**src/design/latin_hypercube_builder_maximin_assert.svh**
```systemverilog
// Assertion macros for the Latin hypercube builder.
// Used by the top level; expects signals named clk and rst where it is expanded.
`ifndef LATIN_HYPERCUBE_BUILDER_MAXIMIN_ASSERT_SVH
`define LATIN_HYPERCUBE_BUILDER_MAXIMIN_ASSERT_SVH

// The consequent must hold in the same cycle as the antecedent.
`define LHBM_ASSERT_SAME(lbl, ante, cons, msg) \
  lbl: assert property (@(posedge clk) disable iff (rst) (ante) |-> (cons)) else $error(msg);

// The consequent must hold in the cycle after the antecedent.
`define LHBM_ASSERT_NEXT(lbl, ante, cons, msg) \
  lbl: assert property (@(posedge clk) disable iff (rst) (ante) |=> (cons)) else $error(msg);

`endif

```
**src/design/lhbm_pkg.sv**
```systemverilog
// Shared types and constants for the Latin hypercube builder.
// No dependencies; lhbm_lane, lhbm_merge and the top level import this package.
package lhbm_pkg;

  localparam int DIMENSIONS_DEF = 4;
  localparam int POINTS_DEF     = 16;

  localparam int PICK_BITS   = 4;
  localparam int PICK_WIDTH  = 16;
  localparam int POINT_WIDTH = 16;
  localparam int MIN_W       = 14;
  localparam int COUNT_OUT_W = 5;

  localparam logic [MIN_W-1:0] START_MIN = MIN_W'(10000);

  localparam logic KIND_PLACE = 1'b0;
  localparam logic KIND_CLEAR = 1'b1;

  typedef struct packed {
    logic                  kind;
    logic [PICK_WIDTH-1:0] picks;
  } lhbm_req_t;

  typedef struct packed {
    logic [POINT_WIDTH-1:0] point;
    logic [MIN_W-1:0]       min_distance;
    logic [COUNT_OUT_W-1:0] placed_count;
    logic                   complete;
    logic                   error;
  } lhbm_rsp_t;

  // Controls from the sequencer to every dimension lane.
  typedef struct packed {
    logic clear;
    logic rd_pick;
    logic rd_last;
    logic take;
    logic put;
    logic sq_en;
  } pool_op_t;

  // Controls from the sequencer to the distance merge stage.
  typedef struct packed {
    logic clear;
    logic sum_en;
    logic cmp_en;
  } merge_op_t;

endpackage

```
**src/design/lhbm_ram.sv**
```systemverilog
// Generic single-port-write, single-port-read RAM with registered read data.
// No dependencies.
module lhbm_ram #(
  parameter int WIDTH = 8,
  parameter int DEPTH = 16
) (
  input  logic                     clk,
  input  logic                     wr_en,
  input  logic [$clog2(DEPTH)-1:0] wr_addr,
  input  logic [WIDTH-1:0]         wr_data,
  input  logic                     rd_en,
  input  logic [$clog2(DEPTH)-1:0] rd_addr,
  output logic [WIDTH-1:0]         rd_data
);

  logic [WIDTH-1:0] mem [DEPTH];

  always_ff @(posedge clk) begin
    if (wr_en) begin
      mem[wr_addr] <= wr_data;
    end
    if (rd_en) begin
      rd_data <= mem[rd_addr];
    end
  end

endmodule

```
**src/design/lhbm_lane.sv**
```systemverilog
// One dimension lane: its pool of unused levels, the taken coordinate and
// the squared coordinate difference against a stored point.
// Depends on lhbm_pkg and lhbm_ram.
module lhbm_lane #(
  parameter int POINTS = lhbm_pkg::POINTS_DEF
) (
  input  logic                        clk,
  input  logic                        rst,
  input  lhbm_pkg::pool_op_t          op,
  input  logic [$clog2(POINTS)-1:0]   pick_idx,
  input  logic [$clog2(POINTS)-1:0]   last_idx,
  input  logic [$clog2(POINTS)-1:0]   stored,
  output logic [$clog2(POINTS)-1:0]   coord,
  output logic [2*$clog2(POINTS)-1:0] sq
);
  import lhbm_pkg::*;

  localparam int LW  = $clog2(POINTS);
  localparam int SQW = 2 * LW;

  logic [POINTS-1:0] valid;
  logic [LW-1:0]     rd_addr;
  logic              rd_en;
  logic [LW-1:0]     ram_q;
  logic [LW-1:0]     addr_q;
  logic              hit_q;
  logic [LW-1:0]     level;
  logic [LW-1:0]     diff;

  assign rd_en   = op.rd_pick | op.rd_last;
  assign rd_addr = op.rd_last ? last_idx : pick_idx;

  // An entry never written since the last clear still holds its own index.
  assign level = hit_q ? ram_q : addr_q;
  assign diff  = (stored > coord) ? (stored - coord) : (coord - stored);

  lhbm_ram #(
    .WIDTH (LW),
    .DEPTH (POINTS)
  ) u_pool (
    .clk     (clk),
    .wr_en   (op.put),
    .wr_addr (pick_idx),
    .wr_data (level),
    .rd_en   (rd_en),
    .rd_addr (rd_addr),
    .rd_data (ram_q)
  );

  always_ff @(posedge clk) begin
    if (rst) begin
      valid <= '0;
    end else if (op.clear) begin
      valid <= '0;
    end else if (op.put) begin
      valid[pick_idx] <= 1'b1;
    end
  end

  always_ff @(posedge clk) begin
    if (rd_en) begin
      addr_q <= rd_addr;
      hit_q  <= valid[rd_addr];
    end
    if (op.take) begin
      coord <= level;
    end
    if (op.sq_en) begin
      sq <= SQW'(diff) * SQW'(diff);
    end
  end

endmodule

```
**src/design/lhbm_merge.sv**
```systemverilog
// Merge stage: sums the lanes' squared differences and keeps the running
// minimum squared distance. Depends on lhbm_pkg.
module lhbm_merge #(
  parameter int DIMENSIONS = lhbm_pkg::DIMENSIONS_DEF,
  parameter int POINTS     = lhbm_pkg::POINTS_DEF
) (
  input  logic                                                clk,
  input  logic                                                rst,
  input  lhbm_pkg::merge_op_t                                 op,
  input  logic [DIMENSIONS-1:0][2*$clog2(POINTS)-1:0]         sq,
  output logic [lhbm_pkg::MIN_W-1:0]                          best_min
);
  import lhbm_pkg::*;

  localparam int SQW = 2 * $clog2(POINTS);
  localparam int DW  = SQW + $clog2(DIMENSIONS);
  localparam int MW  = (DW > MIN_W) ? DW : MIN_W;

  logic [DW-1:0] sum;
  logic [DW-1:0] sum_q;

  always_comb begin
    sum = '0;
    for (int d = 0; d < DIMENSIONS; d++) begin
      sum = sum + DW'(sq[d]);
    end
  end

  always_ff @(posedge clk) begin
    if (op.sum_en) begin
      sum_q <= sum;
    end
  end

  always_ff @(posedge clk) begin
    if (rst) begin
      best_min <= START_MIN;
    end else if (op.clear) begin
      best_min <= START_MIN;
    end else if (op.cmp_en && (MW'(sum_q) < MW'(best_min))) begin
      best_min <= MIN_W'(sum_q);
    end
  end

endmodule

```
**src/design/latin_hypercube_builder_maximin.sv**
```systemverilog
// Latin hypercube builder with a running maximin score. Each request either
// clears the block or places one point, taking one level per dimension from
// that dimension's pool of unused levels, and returns one result. A clear or
// a rejected place request goes from the check state straight to the result
// state. An accepted place request passes the check, take and put states, which
// read and update the pools, then reads the earlier points one per cycle from
// the point memory, lets the lanes and merge stage drain, and issues the result
// once the pipeline is empty. A stalled result holds the block until it is
// taken. One request is in work at a time. The level pools come out of reset
// and clear ready to use, with no clearing pass.
// Depends on lhbm_pkg, lhbm_ram, lhbm_lane, lhbm_merge and the assertion header.
`include "latin_hypercube_builder_maximin_assert.svh"

module latin_hypercube_builder_maximin #(
  parameter int DIMENSIONS = lhbm_pkg::DIMENSIONS_DEF,
  parameter int POINTS     = lhbm_pkg::POINTS_DEF
) (
  input  logic                clk,
  input  logic                rst,
  input  logic                req_valid,
  output logic                req_stall,
  input  lhbm_pkg::lhbm_req_t req_data,
  output logic                rsp_valid,
  input  logic                rsp_stall,
  output lhbm_pkg::lhbm_rsp_t rsp_data
);
  import lhbm_pkg::*;

  localparam int LW         = $clog2(POINTS);
  localparam int CW         = $clog2(POINTS + 1);
  localparam int SQW        = 2 * LW;
  localparam int SW         = DIMENSIONS * LW;
  localparam int FIELD_DIMS = PICK_WIDTH / PICK_BITS;

  typedef enum logic [2:0] {
    S_IDLE,
    S_CHECK,
    S_TAKE,
    S_PUT,
    S_SCAN,
    S_RESULT
  } state_t;

  state_t                  state;
  logic                    kind_q;
  logic [PICK_WIDTH-1:0]   picks_q;
  logic [CW-1:0]           count;
  logic [CW-1:0]           scan_k;
  logic                    v1;
  logic                    v2;
  logic                    v3;
  logic [POINT_WIDTH-1:0]  point_q;
  logic                    err_q;

  logic [CW-1:0]           live;
  logic [CW-1:0]           live_m1;
  logic [LW-1:0]           last_idx;
  logic                    full;
  logic                    reject;
  logic                    is_clear;
  logic                    scan_issue;
  logic [DIMENSIONS-1:0]   pick_bad;
  logic [PICK_BITS-1:0]    pick_raw [DIMENSIONS];
  logic [LW-1:0]           pick_idx [DIMENSIONS];
  logic [LW-1:0]           lane_coord [DIMENSIONS];
  logic [DIMENSIONS-1:0][SQW-1:0] lane_sq;
  logic [SW-1:0]           store_wdata;
  logic [SW-1:0]           store_rdata;
  logic [POINT_WIDTH-1:0]  point_pack;
  logic [MIN_W-1:0]        best_min;
  pool_op_t                pool_op;
  merge_op_t               merge_op;

  assign req_stall = (state != S_IDLE);

  assign live       = CW'(POINTS) - count;
  assign live_m1    = live - CW'(1);
  assign last_idx   = live_m1[LW-1:0];
  assign full       = (count == CW'(POINTS));
  assign reject     = full || (|pick_bad);
  assign is_clear   = (kind_q == KIND_CLEAR);
  assign scan_issue = (state == S_SCAN) && (scan_k < count);

  always_comb begin
    pool_op.clear   = (state == S_CHECK) && is_clear;
    pool_op.rd_pick = (state == S_CHECK) && !is_clear && !reject;
    pool_op.rd_last = (state == S_TAKE);
    pool_op.take    = (state == S_TAKE);
    pool_op.put     = (state == S_PUT);
    pool_op.sq_en   = v1;
    merge_op.clear  = (state == S_CHECK) && is_clear;
    merge_op.sum_en = v2;
    merge_op.cmp_en = v3;
  end

  // Dimensions whose pick slot lies above the request field read index zero.
  for (genvar gd = 0; gd < DIMENSIONS; gd++) begin : g_dim
    if (gd < FIELD_DIMS) begin : g_pick
      assign pick_raw[gd] = picks_q[gd*PICK_BITS +: PICK_BITS];
    end else begin : g_zero
      assign pick_raw[gd] = '0;
    end
    assign pick_bad[gd] = ((CW+PICK_BITS)'(pick_raw[gd]) >= (CW+PICK_BITS)'(live));
    assign pick_idx[gd] = LW'(pick_raw[gd]);
    assign store_wdata[gd*LW +: LW] = lane_coord[gd];

    lhbm_lane #(
      .POINTS (POINTS)
    ) u_lane (
      .clk      (clk),
      .rst      (rst),
      .op       (pool_op),
      .pick_idx (pick_idx[gd]),
      .last_idx (last_idx),
      .stored   (store_rdata[gd*LW +: LW]),
      .coord    (lane_coord[gd]),
      .sq       (lane_sq[gd])
    );
  end

  for (genvar gf = 0; gf < FIELD_DIMS; gf++) begin : g_field
    if (gf < DIMENSIONS) begin : g_used
      assign point_pack[gf*PICK_BITS +: PICK_BITS] = PICK_BITS'(lane_coord[gf]);
    end else begin : g_unused
      assign point_pack[gf*PICK_BITS +: PICK_BITS] = '0;
    end
  end

  lhbm_ram #(
    .WIDTH (SW),
    .DEPTH (POINTS)
  ) u_store (
    .clk     (clk),
    .wr_en   (state == S_PUT),
    .wr_addr (count[LW-1:0]),
    .wr_data (store_wdata),
    .rd_en   (scan_issue),
    .rd_addr (scan_k[LW-1:0]),
    .rd_data (store_rdata)
  );

  lhbm_merge #(
    .DIMENSIONS (DIMENSIONS),
    .POINTS     (POINTS)
  ) u_merge (
    .clk      (clk),
    .rst      (rst),
    .op       (merge_op),
    .sq       (lane_sq),
    .best_min (best_min)
  );

  always_ff @(posedge clk) begin
    if (rst) begin
      state     <= S_IDLE;
      count     <= '0;
      scan_k    <= '0;
      v1        <= 1'b0;
      v2        <= 1'b0;
      v3        <= 1'b0;
      rsp_valid <= 1'b0;
    end else begin
      v1 <= scan_issue;
      v2 <= v1;
      v3 <= v2;
      // In the result state a taken result is replaced by the new one below.
      if (rsp_valid && !rsp_stall && (state != S_RESULT)) begin
        rsp_valid <= 1'b0;
      end
      case (state)
        S_IDLE: begin
          if (req_valid) begin
            kind_q  <= req_data.kind;
            picks_q <= req_data.picks;
            state   <= S_CHECK;
          end
        end
        S_CHECK: begin
          if (is_clear) begin
            count   <= '0;
            point_q <= '0;
            err_q   <= 1'b0;
            state   <= S_RESULT;
          end else if (reject) begin
            point_q <= '0;
            err_q   <= 1'b1;
            state   <= S_RESULT;
          end else begin
            state <= S_TAKE;
          end
        end
        S_TAKE: begin
          state <= S_PUT;
        end
        S_PUT: begin
          point_q <= point_pack;
          err_q   <= 1'b0;
          scan_k  <= '0;
          state   <= S_SCAN;
        end
        S_SCAN: begin
          // Wait for the last comparison to leave the merge stage.
          if (scan_issue) begin
            scan_k <= scan_k + CW'(1);
          end else if (!v1 && !v2 && !v3) begin
            count <= count + CW'(1);
            state <= S_RESULT;
          end
        end
        S_RESULT: begin
          if (!rsp_valid || !rsp_stall) begin
            rsp_valid             <= 1'b1;
            rsp_data.point        <= point_q;
            rsp_data.min_distance <= best_min;
            rsp_data.placed_count <= COUNT_OUT_W'(count);
            rsp_data.complete     <= (count == CW'(POINTS));
            rsp_data.error        <= err_q;
            state                 <= S_IDLE;
          end
        end
        default: begin
          state <= S_IDLE;
        end
      endcase
    end
  end

  `LHBM_ASSERT_NEXT(a_min_never_rises, !merge_op.clear, best_min <= $past(best_min), "min rose")
  `LHBM_ASSERT_SAME(a_empty_keeps_start, count == '0, best_min == START_MIN, "empty min moved")
  `LHBM_ASSERT_NEXT(a_busy_after_accept, req_valid && !req_stall, req_stall, "not busy")

endmodule

```
**config.mk**
```make
export PLATFORM = sky130hd
export DESIGN_NAME = latin_hypercube_builder_maximin
export DESIGN_NICKNAME = d
export VERILOG_FILES = /design/src/design/lhbm_pkg.sv /design/src/design/lhbm_ram.sv /design/src/design/lhbm_lane.sv /design/src/design/lhbm_merge.sv /design/src/design/latin_hypercube_builder_maximin.sv
export VERILOG_INCLUDE_DIRS = /design/src /design/src/design
export SDC_FILE = /design/constraint.sdc
export NUM_CORES = 1
export LEC_CHECK = 0
export BUFFER_PORTS_ARGS = -buffer_cell sky130_fd_sc_hd__buf_2
export CAP_MARGIN = 20
export CORE_ASPECT_RATIO = 1.2
export CORE_MARGIN = 3
export CORE_UTILIZATION = 45
export DETAILED_ROUTE_END_ITERATION = 16
export GPL_TIMING_DRIVEN = 0
export SYNTH_ARGS = -nofsm -noshare
export SYNTH_HDL_FRONTEND = slang
export SYNTH_SLANG_ARGS = --single-unit
```
**constraint.sdc**
```tcl
create_clock -name clk -period 4.5 [get_ports clk]
set_clock_uncertainty 0.15 [all_clocks]
set_input_delay 0.45 -clock clk [delete_from_list [all_inputs] [get_ports clk]]
set_output_delay 0.45 -clock clk [all_outputs]
set_load 0.02 [all_outputs]
```
==> results.ini, run 1 <==
[status]
status=completed

[cts]
cts_buffers=77
clk_latency_ps=610
cts_root_buf=clkbuf_16
cts_max_level=3
cts_sinks=778
cts_tree=built
clk_pin_slew_ps=60
clock_path_buffers=3

[placement]
placed_area_um2=34500
numPortBuffers=56
gp_congestion=0.848
dp.final_hpwl_mm=51.7

[routing]
vias_per_cell=5.52
drt-total-wl_mm=75.0
drt-pass1-iter-count=5
drc_errors=0
drt_iter0_markers=1383
dr_total_vias=19100
wire_per_inst_um=21.7
postRouteAntennaNets=0

[critical_path]
arrival_ps=4400
crit_path_end_kind=flop
reg2reg_depth=14
path_common_cell=ha_1
crit_cells=14
cpPeakStageDelay_ps=760
crit_family=adder cells
cp_slowest_cell=edfxtp_1
path_buf_inv=2
worst_ep_required_time_ps=4720
critPathLaunchType=flop
critPathKind=reg2reg
crit_chain=inv_1 > ha_1 > a21oi_1 > a41o_1 > mux2i_1 > inv_1 > ha_1 > xor2_1 > ha_1 > ha_1 > nor2_1 > o21bai_1 > a21oi_1 > xnor2_1
path_max_fanout=17

[finish]
antennaDiodeCount=0
drive_gt1_frac=0.150
fin_nets=2587
stdcell_area_um2=37300
syn_to_final_growth_pct=14.7
fin_util=0.523

[logic_synthesis]
synth_cells=2268
synth_cell_type_count=65
yosysSeqAreaShare=0.689
synth.area.top_cells=edfxtp_1 63%, mux4_2 5.9%, dfxtp_1 5.7%
ys_ff_latch=778
syn-cell-area_um2=32600
yosysMostFrequentCell=edfxtp_1
ys.warnings.count=0
yosys.area.top_type=edfxtp_1
syn_avg_cell_area_um2=14.4
synth-async-reset-ratio=0
synth_ff_type=edfxtp_1
synth_top_area_share=0.633
synth_edf_count=686
synth_common_cells=686 x edfxtp_1, 299 x nand2_1, 267 x nor2_1, 101 x inv_1, 92 x dfxtp_1

[floorplanning]
fp.dieW_um=252
die_h_um=301
initial_utilization=0.456
rows=107
core_area_um2=71400
ioPinCount=60
dieArea_um2=75600

[global_routing]
antenna_found_initial=1
grt_pass1_wl_mm=114
grtUsageTotal=0.200
grt_overflow_total=0
grt_pass1_vias=19200
grt_max_degree=31

[sta]
finalSetupViolations=0
relSlewSlack=0.285
fmax_ghz=0.239
worst_pin_slew_ps=1070
hold_viol_final=0
finalCritPeriodShare=0.931
min_period_ps=4190
rsz0062_at_grt=no
drv_slew=0

[power]
p_total_uw=15700
peakVddDrop_mv=0.244
leakagePower_uw=0.0130
power_density_nw_per_um2=422

[worst_hold_path]
hold_path_depth=3
hp-class=in2reg

[job]
cap_violations=0

-- timing repair --
item                       in CTS  in global routing
buffers inserted                2                 14
hold buffers                   17                  0
setup endpoints to repair       1                  7
hold endpoints to repair       17                  0
resized for setup               0                  0
-- worst paths after layout --
path	start	to	slack [ps]
worst max-delay path	g_dim[2].u_lane.coord[3]$_DFFE_PP_	g_dim[2].u_lane.sq[6]$_DFFE_PP_	310
worst min-delay path	rsp_stall	rsp_valid$_SDFF_PP0_	170
worst max register to register	g_dim[2].u_lane.coord[3]$_DFFE_PP_	g_dim[2].u_lane.sq[6]$_DFFE_PP_	310
worst min register to register	point_q[0]$_SDFFCE_PN0P_	rsp_data[21]$_DFFE_PP_	270
-- per-layer routing --
layer,share of wire,vias up,global-route usage
met3,0.057,133,0.0294
met4,0.030,0,0.0724
li1,-,8731,-
met2,0.50,594,0.342
met1,0.41,9592,0.260
met5,0,-,0
-- flip-flops by register name, summed over array words and instances (netlist names), 3 cells and up --
| name | flops |
|---|---|
| g_dim.u_lane.u_pool.rd_data | 16 |
| state | 3 |
| point_q | 16 |
| g_dim.u_lane.u_pool.mem | 256 |
| g_dim.u_lane.sq | 28 |
| g_dim.u_lane.hit_q | 4 |
| u_merge.sum_q | 10 |
| rsp_data | 34 |
| u_store.rd_data | 16 |
| picks_q | 16 |
| scan_k | 5 |
| g_dim.u_lane.addr_q | 16 |
| u_store.mem | 256 |
| u_merge.best_min | 11 |
| g_dim.u_lane.coord | 16 |
| g_dim.u_lane.valid | 64 |
| count | 5 |
-- worst reg2reg max path: cells and delay by family, from the launching register on --
kind	cells	cell delay (ps)
AOI/OAI and AO/OA	4	760
xor gates and xnor gates	2	250
adders and majority gates	4	1140
buffers and inverters	2	260
DFF	1	760
muxes	1	440
and+or+nand+nor	1	200
-- where the power goes --
group | internal (uW) | switching [uW]
Combinational | 417 | 866
Sequential | 8050 | 62.4
Clock | 3720 | 2630
-- cells by family (layout without fill, tap and decap cells) --
kind of cell	Yosys count	in the layout	synth area share
AO/OA/AOI/OAI	212	212	0.0465
XOR/XNOR	36	36	0.00968
adder cells (fa/ha/maj)	106	106	0.0441
buffers and inverters	215	470	0.0269
flip-flops	778	778	0.689
multiplexers	163	163	0.0836
other	2	4	0.000231
AND/OR/NAND/NOR	756	756	0.0996
-- layout make-up --
class                   instances  area [um2]
plain buffers                 110         483
clock buffers                 101        2120
clock inverters                36         363
fillers                      5823       34000
inverters                     105         394
multi-input cells            1277        9330
flip-flops and latches        778       22400
well taps                     926        1160
repair buffers                118        1060
-- placed cells by master (no fill, tap or decap), drive strengths merged, types with 18 or more instances in the layout --
master / count
mux2: 22
inv: 107
a21o: 25
buf: 151
nor3: 28
nand3: 66
mux4: 85
nor2: 269
ha: 82
nand2: 299
edfxtp: 686
clkbuf: 161
a311oi: 45
xnor2: 21
a31oi: 18
dfxtp: 92
and3: 32
mux2i: 56
a21oi: 61
clkinv: 24
-- metrics by stage --
step / hold slack (ps) / setup TNS, ps / setup slack, ps / instances
finish: 174 / 0 / 311 / 3451
global route: 164 / 0 / 14.0 / 3451
CTS: 107 / 0 / 70.6 / 3434
detailed placement: 259 / -87.0 / -87.0 / 3278
global placement: 254 / -147040 / -1490 / 3252
floorplan: 250 / 0 / 125 / 2270
Power figures use the tool's default switching activity.
==> inputs of run 2 (changes only) <==
--- a/config.mk
+++ b/config.mk
@@ -9,7 +9,7 @@
 export BUFFER_PORTS_ARGS = -buffer_cell sky130_fd_sc_hd__buf_2
 export CAP_MARGIN = 20
 export CORE_ASPECT_RATIO = 1.2
-export CORE_MARGIN = 3
+export CORE_MARGIN = 2
 export CORE_UTILIZATION = 45
 export DETAILED_ROUTE_END_ITERATION = 16
 export GPL_TIMING_DRIVEN = 0
==> constraint.sdc (replaced) <==
create_clock -name clk -period 4.22 [get_ports clk]
set_clock_uncertainty 0.15 [all_clocks]
set_input_delay 0.422 -clock clk [delete_from_list [all_inputs] [get_ports clk]]
set_output_delay 0.422 -clock clk [all_outputs]
set_load 0.02 [all_outputs]
==> run 2 against run 1 <==
Net effect:
- sequential power rose by 6.5%
- combinational power rose by 11%
- wire length rose by 0.78%
- die area fell by 1.5%
- clock-buffer cell count rose by 7
- critical path type unchanged
==> results.ini, run 2 (same netlist as run 1, synthesis figures left out) <==
[power]
leakagePower_uw=0.0132  ; was 0.0130 uW
power_density_nw_per_um2=455  ; was 422 nW/um2
peakVddDrop_mv=0.278  ; was 0.244 mV

[cts]
clk_latency_ps=620  ; was 610 ps
cts_tree=built  ; unchanged
cts_max_level=3  ; unchanged
clock_path_buffers=3  ; unchanged
clk_pin_slew_ps=60  ; about the same
cts_root_buf=clkbuf_16  ; unchanged
cts_sinks=778  ; unchanged
cts_buffers=78  ; was 77

[finish]
fillers=5908  ; was 5823
reg.largest.list=g_dim.u_lane.u_pool.mem: 256 flops, u_store.mem: 256 flops, g_dim.u_lane.valid: 64 flops  ; unchanged
fin_util=0.523  ; about the same
layout_common_cells=686 x edfxtp_1, 299 x nand2_1, 255 x nor2_1, 101 x inv_1, 92 x dfxtp_1  ; unchanged
drive_gt1_frac=0.157  ; was 0.150
layout.cells.non_filler=3481  ; was 3451
layout_commonest_cell=edfxtp_1  ; unchanged
syn_to_final_growth_pct=15.7  ; was 14.7%
antennaDiodeCount=0  ; unchanged
fin_nets=2600  ; was 2587

[status]
status=completed  ; unchanged

[sta]
tns_ps=0  ; unchanged
relSlewSlack=0.308  ; was 0.285
min_period_ps=4000  ; was 4190 ps
rsz0062_at_grt=yes  ; was no
finalCritPeriodShare=0.947  ; was 0.931
hold_viol_final=0  ; unchanged
finalSetupViolations=0  ; unchanged
worst_pin_slew_ps=1040  ; was 1070 ps
fmax_ghz=0.250  ; was 0.239 GHz
drv_slew=0  ; unchanged

[routing]
vias_per_cell=5.45  ; was 5.52
drc_errors=0  ; unchanged
postRouteAntennaNets=0  ; unchanged
wire_per_inst_um=21.7  ; about the same
dr_total_vias=19000  ; was 19100
drt_iter0_markers=1510  ; was 1383
drt-total-wl_mm=75.5  ; was 75.0 mm
drt-pass1-iter-count=5  ; unchanged

[global_routing]
grtUsageTotal=0.204  ; was 0.200
antenna_found_initial=1  ; unchanged
grt_overflow_total=0  ; unchanged
grt_max_degree=23  ; was 31
grt_pass1_vias=19700  ; was 19200
grt_pass1_wl_mm=115  ; was 114 mm

[worst_hold_path]
hp-class=in2reg  ; unchanged

[job]
cap_violations=0  ; unchanged

[floorplanning]
fp.dieW_um=250  ; was 252 um
ioPinCount=60  ; unchanged
rows=108  ; was 107
core_area_um2=72000  ; was 71400 um2
initial_utilization=0.452  ; was 0.456
dieArea_um2=74500  ; was 75600 um2
die_h_um=299  ; was 301 um

[critical_path]
critPathLaunchType=flop  ; unchanged
worst_ep_required_time_ps=4430  ; was 4720 ps
arrival_ps=4200  ; was 4400 ps
path_max_fanout=3  ; was 17
critPathKind=reg2reg  ; unchanged
crit_path_end_kind=flop  ; unchanged

[placement]
numPortBuffers=56  ; unchanged
gp_congestion=0.840  ; was 0.848
dp.final_hpwl_mm=51.7  ; about the same
place_inst=3288  ; was 3278

run 2: where the power goes:
part | total, uW | internal (uW) | switching (uW) | leakage, uW
Sequential | 8640 | 8580 | 52.7 | 0.00693
Clock | 7070 | 4190 | 2890 | 0.00128
Combinational | 1420 | 462 | 955 | 0.00496
run 2: cell type report:
| cell class | instances | area, um2 | share of cell area |
|---|---|---|---|
| sequential | 778 | 22400 | 0.596 |
| buffer | 110 | 483 | 0.0128 |
| inverter | 105 | 394 | 0.0105 |
| multi-input combinational | 1277 | 9360 | 0.248 |
| tap | 935 | 1170 | 0.0310 |
| clock buffer | 108 | 2220 | 0.0589 |
| timing repair buffer | 130 | 1200 | 0.0320 |
| clock inverter | 38 | 412 | 0.0109 |
run 2: per-stage QoR:
| stage | hold WS (ps) | power, uW | worst slack, ps | instance area (um2) |
|---|---|---|---|---|
| after floorplan | 250 | 9670 | 267 | 32600 |
| after global placement | 252 | 10100 | -1930 | 34000 |
| after detailed placement | 255 | 10200 | -328 | 34600 |
| after CTS | 101 | 17200 | 25.5 | 37400 |
| after global routing | 150 | 17700 | -32.4 | 37700 |
| final | 145 | 17100 | 223 | 37700 |
run 2: routing by layer:
layer | up-vias | track usage | part of all wire
li1 | 8773 | - | -
met1 | 9554 | 0.260 | 0.42
met2 | 502 | 0.349 | 0.50
met3 | 143 | 0.0307 | 0.047
met4 | 0 | 0.0861 | 0.037
met5 | - | 0 | 0
run 2: final timing paths:
check	from	end	slack (ps)	cells after the start
worst max register to register	g_dim[2].u_lane.coord[0]$_DFFE_PP_	g_dim[2].u_lane.sq[6]$_DFFE_PP_	220	16
worst max-delay path	g_dim[2].u_lane.coord[0]$_DFFE_PP_	g_dim[2].u_lane.sq[6]$_DFFE_PP_	220	16
worst min-delay path	rsp_stall	rsp_valid$_SDFF_PP0_	140	3
worst min register to register	point_q[7]$_SDFFCE_PN0P_	rsp_data[28]$_DFFE_PP_	270	0
run 2: repair_timing:
item | in CTS | in global routing
hold buffers | 17 | 0
setup buffers | 6 | 23
endpoints found under the setup margin | 7 | 37
gates resized for setup | 0 | 4
endpoints found under the hold margin | 17 | 0
pin swaps | 0 | 1
run 2: worst max-delay path: stages (launching register included):
cell and delay (ps):
edfxtp_1 430, ha_1 180, inv_1 60, fa_1 420, a21o_1 190, a21oi_2 180, mux2i_1 310, xor2_1 260
nor2_1 120, ha_1 320, xor2_1 170, ha_1 240, ha_1 190, nor2_1 160, o21bai_1 90, a21oi_1 180
xnor2_1 80
==> inputs of run 3 (changes only) <==
--- a/config.mk
+++ b/config.mk
@@ -11,6 +11,7 @@
 export CORE_ASPECT_RATIO = 1.2
 export CORE_MARGIN = 2
 export CORE_UTILIZATION = 45
+export CTS_BUF_LIST = sky130_fd_sc_hd__clkbuf_2 sky130_fd_sc_hd__clkbuf_4 sky130_fd_sc_hd__clkbuf_8
 export DETAILED_ROUTE_END_ITERATION = 16
 export GPL_TIMING_DRIVEN = 0
 export SYNTH_ARGS = -nofsm -noshare
==> run 3 against run 2 <==
Net effect:
- flip-flop and latch count unchanged
- cell area down 0.49%
- worst setup slack better by 27 ps
- non-clock buffer count down 3
- wire length up 0.36%
- critical path depth unchanged
- worst hold slack worse by 75 ps
- power down 3.7%
- core utilization down 0.26 points
- critical path type unchanged
- critical endpoint unchanged
==> results.ini, run 3 (same netlist as run 1, synthesis figures left out) <==
[status]
status=completed  ; unchanged

[critical_path]
worstReg2RegStart=g_dim[2].u_lane.coord[0]$_DFFE_PP_  ; unchanged
path_buf_inv=1  ; unchanged
cp_slowest_cell=edfxtp_1  ; unchanged
endpoint=g_dim[2].u_lane.sq[6]$_DFFE_PP_  ; unchanged
r2r_slack_ps=250  ; was 220 ps
crit_path_end_kind=flop  ; unchanged
path_max_fanout=3  ; unchanged
worst_ep_required_time_ps=4560  ; was 4430 ps
reg2reg_to=g_dim[2].u_lane.sq[6]$_DFFE_PP_  ; unchanged
cpPeakStageDelay_ps=430  ; about the same
crit_family=adder cells  ; unchanged
path_common_cell=ha_1  ; unchanged
crit_chain=ha_1 > inv_1 > fa_1 > a21o_1 > a21oi_2 > mux2i_1 > xor2_1 > nor2_1 > ha_1 > xor2_1 > ha_1 > ha_1 > nor2_1 > o21bai_1 > a21oi_1 > xnor2_1  ; unchanged
crit_start=g_dim[2].u_lane.coord[0]$_DFFE_PP_  ; unchanged
reg2reg_depth=16  ; unchanged
critPathLaunchType=flop  ; unchanged
arrival_ps=4310  ; was 4200 ps
critPathKind=reg2reg  ; unchanged
crit_cells=16  ; unchanged

[cts]
clk_latency_ps=770  ; was 620 ps
cts_max_level=3  ; unchanged
cts_root_buf=clkbuf_8  ; was clkbuf_16
clk_pin_slew_ps=60  ; about the same
cts_sinks=778  ; unchanged
cts_tree=built  ; unchanged
clock_path_buffers=3  ; unchanged
cts_buffers=119  ; was 78

[routing]
dr_total_vias=19200  ; was 19000
top_layer=met4  ; unchanged
dr_wl_met3_mm=4.20  ; was 3.56 mm
drt-pass1-iter-count=5  ; unchanged
postRouteAntennaNets=0  ; unchanged
vias_per_cell=5.41  ; was 5.45
wire_per_inst_um=21.4  ; was 21.7 um
drt-met1-wl_mm=31.2  ; was 31.6 mm
drc_errors=0  ; unchanged
drt-total-wl_mm=75.8  ; was 75.5 mm
wl_met2_mm=37.8  ; was 37.5 mm
drt_iter0_markers=1479  ; was 1510

[job]
cap_violations=0  ; unchanged

[sta]
min_period_ps=3970  ; was 4000 ps
holdWs_ps=69.0  ; was 145 ps
setup_ws_ps=250  ; was 223 ps
finalSetupViolations=0  ; unchanged
rsz0062_at_grt=no  ; was yes
finalCritPeriodShare=0.941  ; was 0.947
drv_slew=0  ; unchanged
worst_pin_slew_ps=1170  ; was 1040 ps
relSlewSlack=0.223  ; was 0.308
hold_viol_final=0  ; unchanged
fmax_ghz=0.252  ; was 0.250 GHz

[global_routing]
antenna_found_initial=1  ; unchanged
grt_max_degree=23  ; unchanged
grt_overflow_total=0  ; unchanged
grtUsageTotal=0.204  ; about the same
grt_pass1_wl_mm=115  ; about the same
grt_pass1_vias=19900  ; was 19700

[finish]
drive_gt1_frac=0.180  ; was 0.157
syn_to_final_growth_pct=15.2  ; was 15.7%
reg.largest.list=g_dim.u_lane.u_pool.mem: 256 flops, u_store.mem: 256 flops, g_dim.u_lane.valid: 64 flops  ; unchanged
fin_nets=2638  ; was 2600
stdcell_area_um2=37500  ; was 37700 um2
layout_commonest_cell=edfxtp_1  ; unchanged
layout_common_cells=686 x edfxtp_1, 299 x nand2_1, 255 x nor2_1, 125 x clkbuf_8, 101 x inv_1  ; was 686 x edfxtp_1, 299 x nand2_1, 255 x nor2_1, 101 x inv_1, 92 x dfxtp_1
fin_util=0.521  ; was 0.523

[power]
power_density_nw_per_um2=440  ; was 455 nW/um2
clockPowerShare=0.391  ; was 0.413
switching_power_uw=3960  ; was 3900 uW
p_total_uw=16500  ; was 17100 uW
seqPwrFrac=0.524  ; was 0.504
peakVddDrop_mv=0.239  ; was 0.278 mV
leakagePower_uw=0.0132  ; about the same
power.share.combinational=0.086  ; was 0.083
swShare=0.240  ; was 0.227
internal_power_uw=12500  ; was 13200 uW

[floorplanning]
die_h_um=299  ; unchanged
fp.dieW_um=250  ; unchanged
ioPinCount=60  ; unchanged
dieArea_um2=74500  ; unchanged
rows=108  ; unchanged
initial_utilization=0.452  ; unchanged
core_area_um2=72000  ; unchanged

[placement]
numPortBuffers=56  ; unchanged
post-place-ws_ps=-328  ; unchanged
placed_area_um2=34600  ; unchanged
dp.final_hpwl_mm=51.7  ; unchanged
gp_congestion=0.840  ; unchanged

[worst_hold_path]
hp-class=in2reg  ; unchanged

## run 3: changes by cell type in the layout (fill, tap and decap cells not counted), moves of 6 or more
cell	change
clkbuf_8	+118
clkbuf_16	-82
clkbuf_4	+33
clkbuf_1	-19
clkinv_1	+14
clkinv_2	+6
## run 3: stage by stage
stage               setup TNS [ps]  std cells
global placement           -164560       3261
global route                     0       3549
finish                           0       3550
detailed placement            -834       3288
CTS                              0       3529
floorplan                        0       2270
## run 3: metal layers
| layer | global-route usage | vias up |
|---|---|---|
| met5 | 0 | - |
| li1 | - | 8871 |
| met4 | 0.0851 | 0 |
| met3 | 0.0319 | 130 |
| met2 | 0.351 | 563 |
| met1 | 0.259 | 9649 |
## run 3: area by class of cell
| class | instances | area, um2 |
|---|---|---|
| antenna | 2 | 5.00 |
| buffer | 110 | 483 |
| clock buffer | 158 | 1970 |
| clock inverter | 58 | 499 |
| fill | 6000 | 34500 |
| inverter | 105 | 394 |
| multi-input combinational | 1277 | 9360 |
| sequential | 778 | 22400 |
| tap | 935 | 1170 |
| timing repair buffer | 127 | 1170 |
## run 3: worst min path at each step
stage	startpoint	end	slack (ps)	cells past startpoint
2_1_floorplan	err_q$_SDFFCE_PP0P_	rsp_data[0]$_DFFE_PP_	250	0
3_3_place_gp	point_q[1]$_SDFFCE_PN0P_	rsp_data[22]$_DFFE_PP_	250	0
5_1_grt	rst	state[1]$_SDFFE_PP0P_	70	2
6_report	rst	state[1]$_SDFFE_PP0P_	70	2
4_1_cts	rst	v2$_SDFF_PP0_	10	2
3_5_place_dp	point_q[14]$_SDFFCE_PN0P_	rsp_data[35]$_DFFE_PP_	260	0
## run 3: power groups by stage
stage	Sequential, uW	Clock, uW	Combinational (uW)
2_1_floorplan	8790	0	874
3_3_place_gp	8830	0	1270
3_5_place_dp	8830	0	1330
4_1_cts	8660	6600	1370
5_1_grt	8640	6920	1540
6_report	8640	6450	1410
## run 3: worst reg2reg max path: cells and delay by family, from the launching register on
kind / cells / cell delay [ps]
adders and majority gates: 5 / 1350
AOI/OAI and AO/OA: 4 / 640
xor gates and xnor gates: 3 / 500
DFF: 1 / 430
muxes: 1 / 300
and+or+nand+nor: 2 / 290
buffers and inverters: 1 / 60
## run 3: timing repair
| item | CTS | global route |
|---|---|---|
| resized for setup | 0 | 5 |
| buffers inserted | 6 | 19 |
| pin swaps | 0 | 1 |
| setup endpoints to repair | 6 | 35 |
| hold buffers | 19 | 0 |
| endpoints found under the hold margin | 20 | 0 |
| cloned | 0 | 0 |
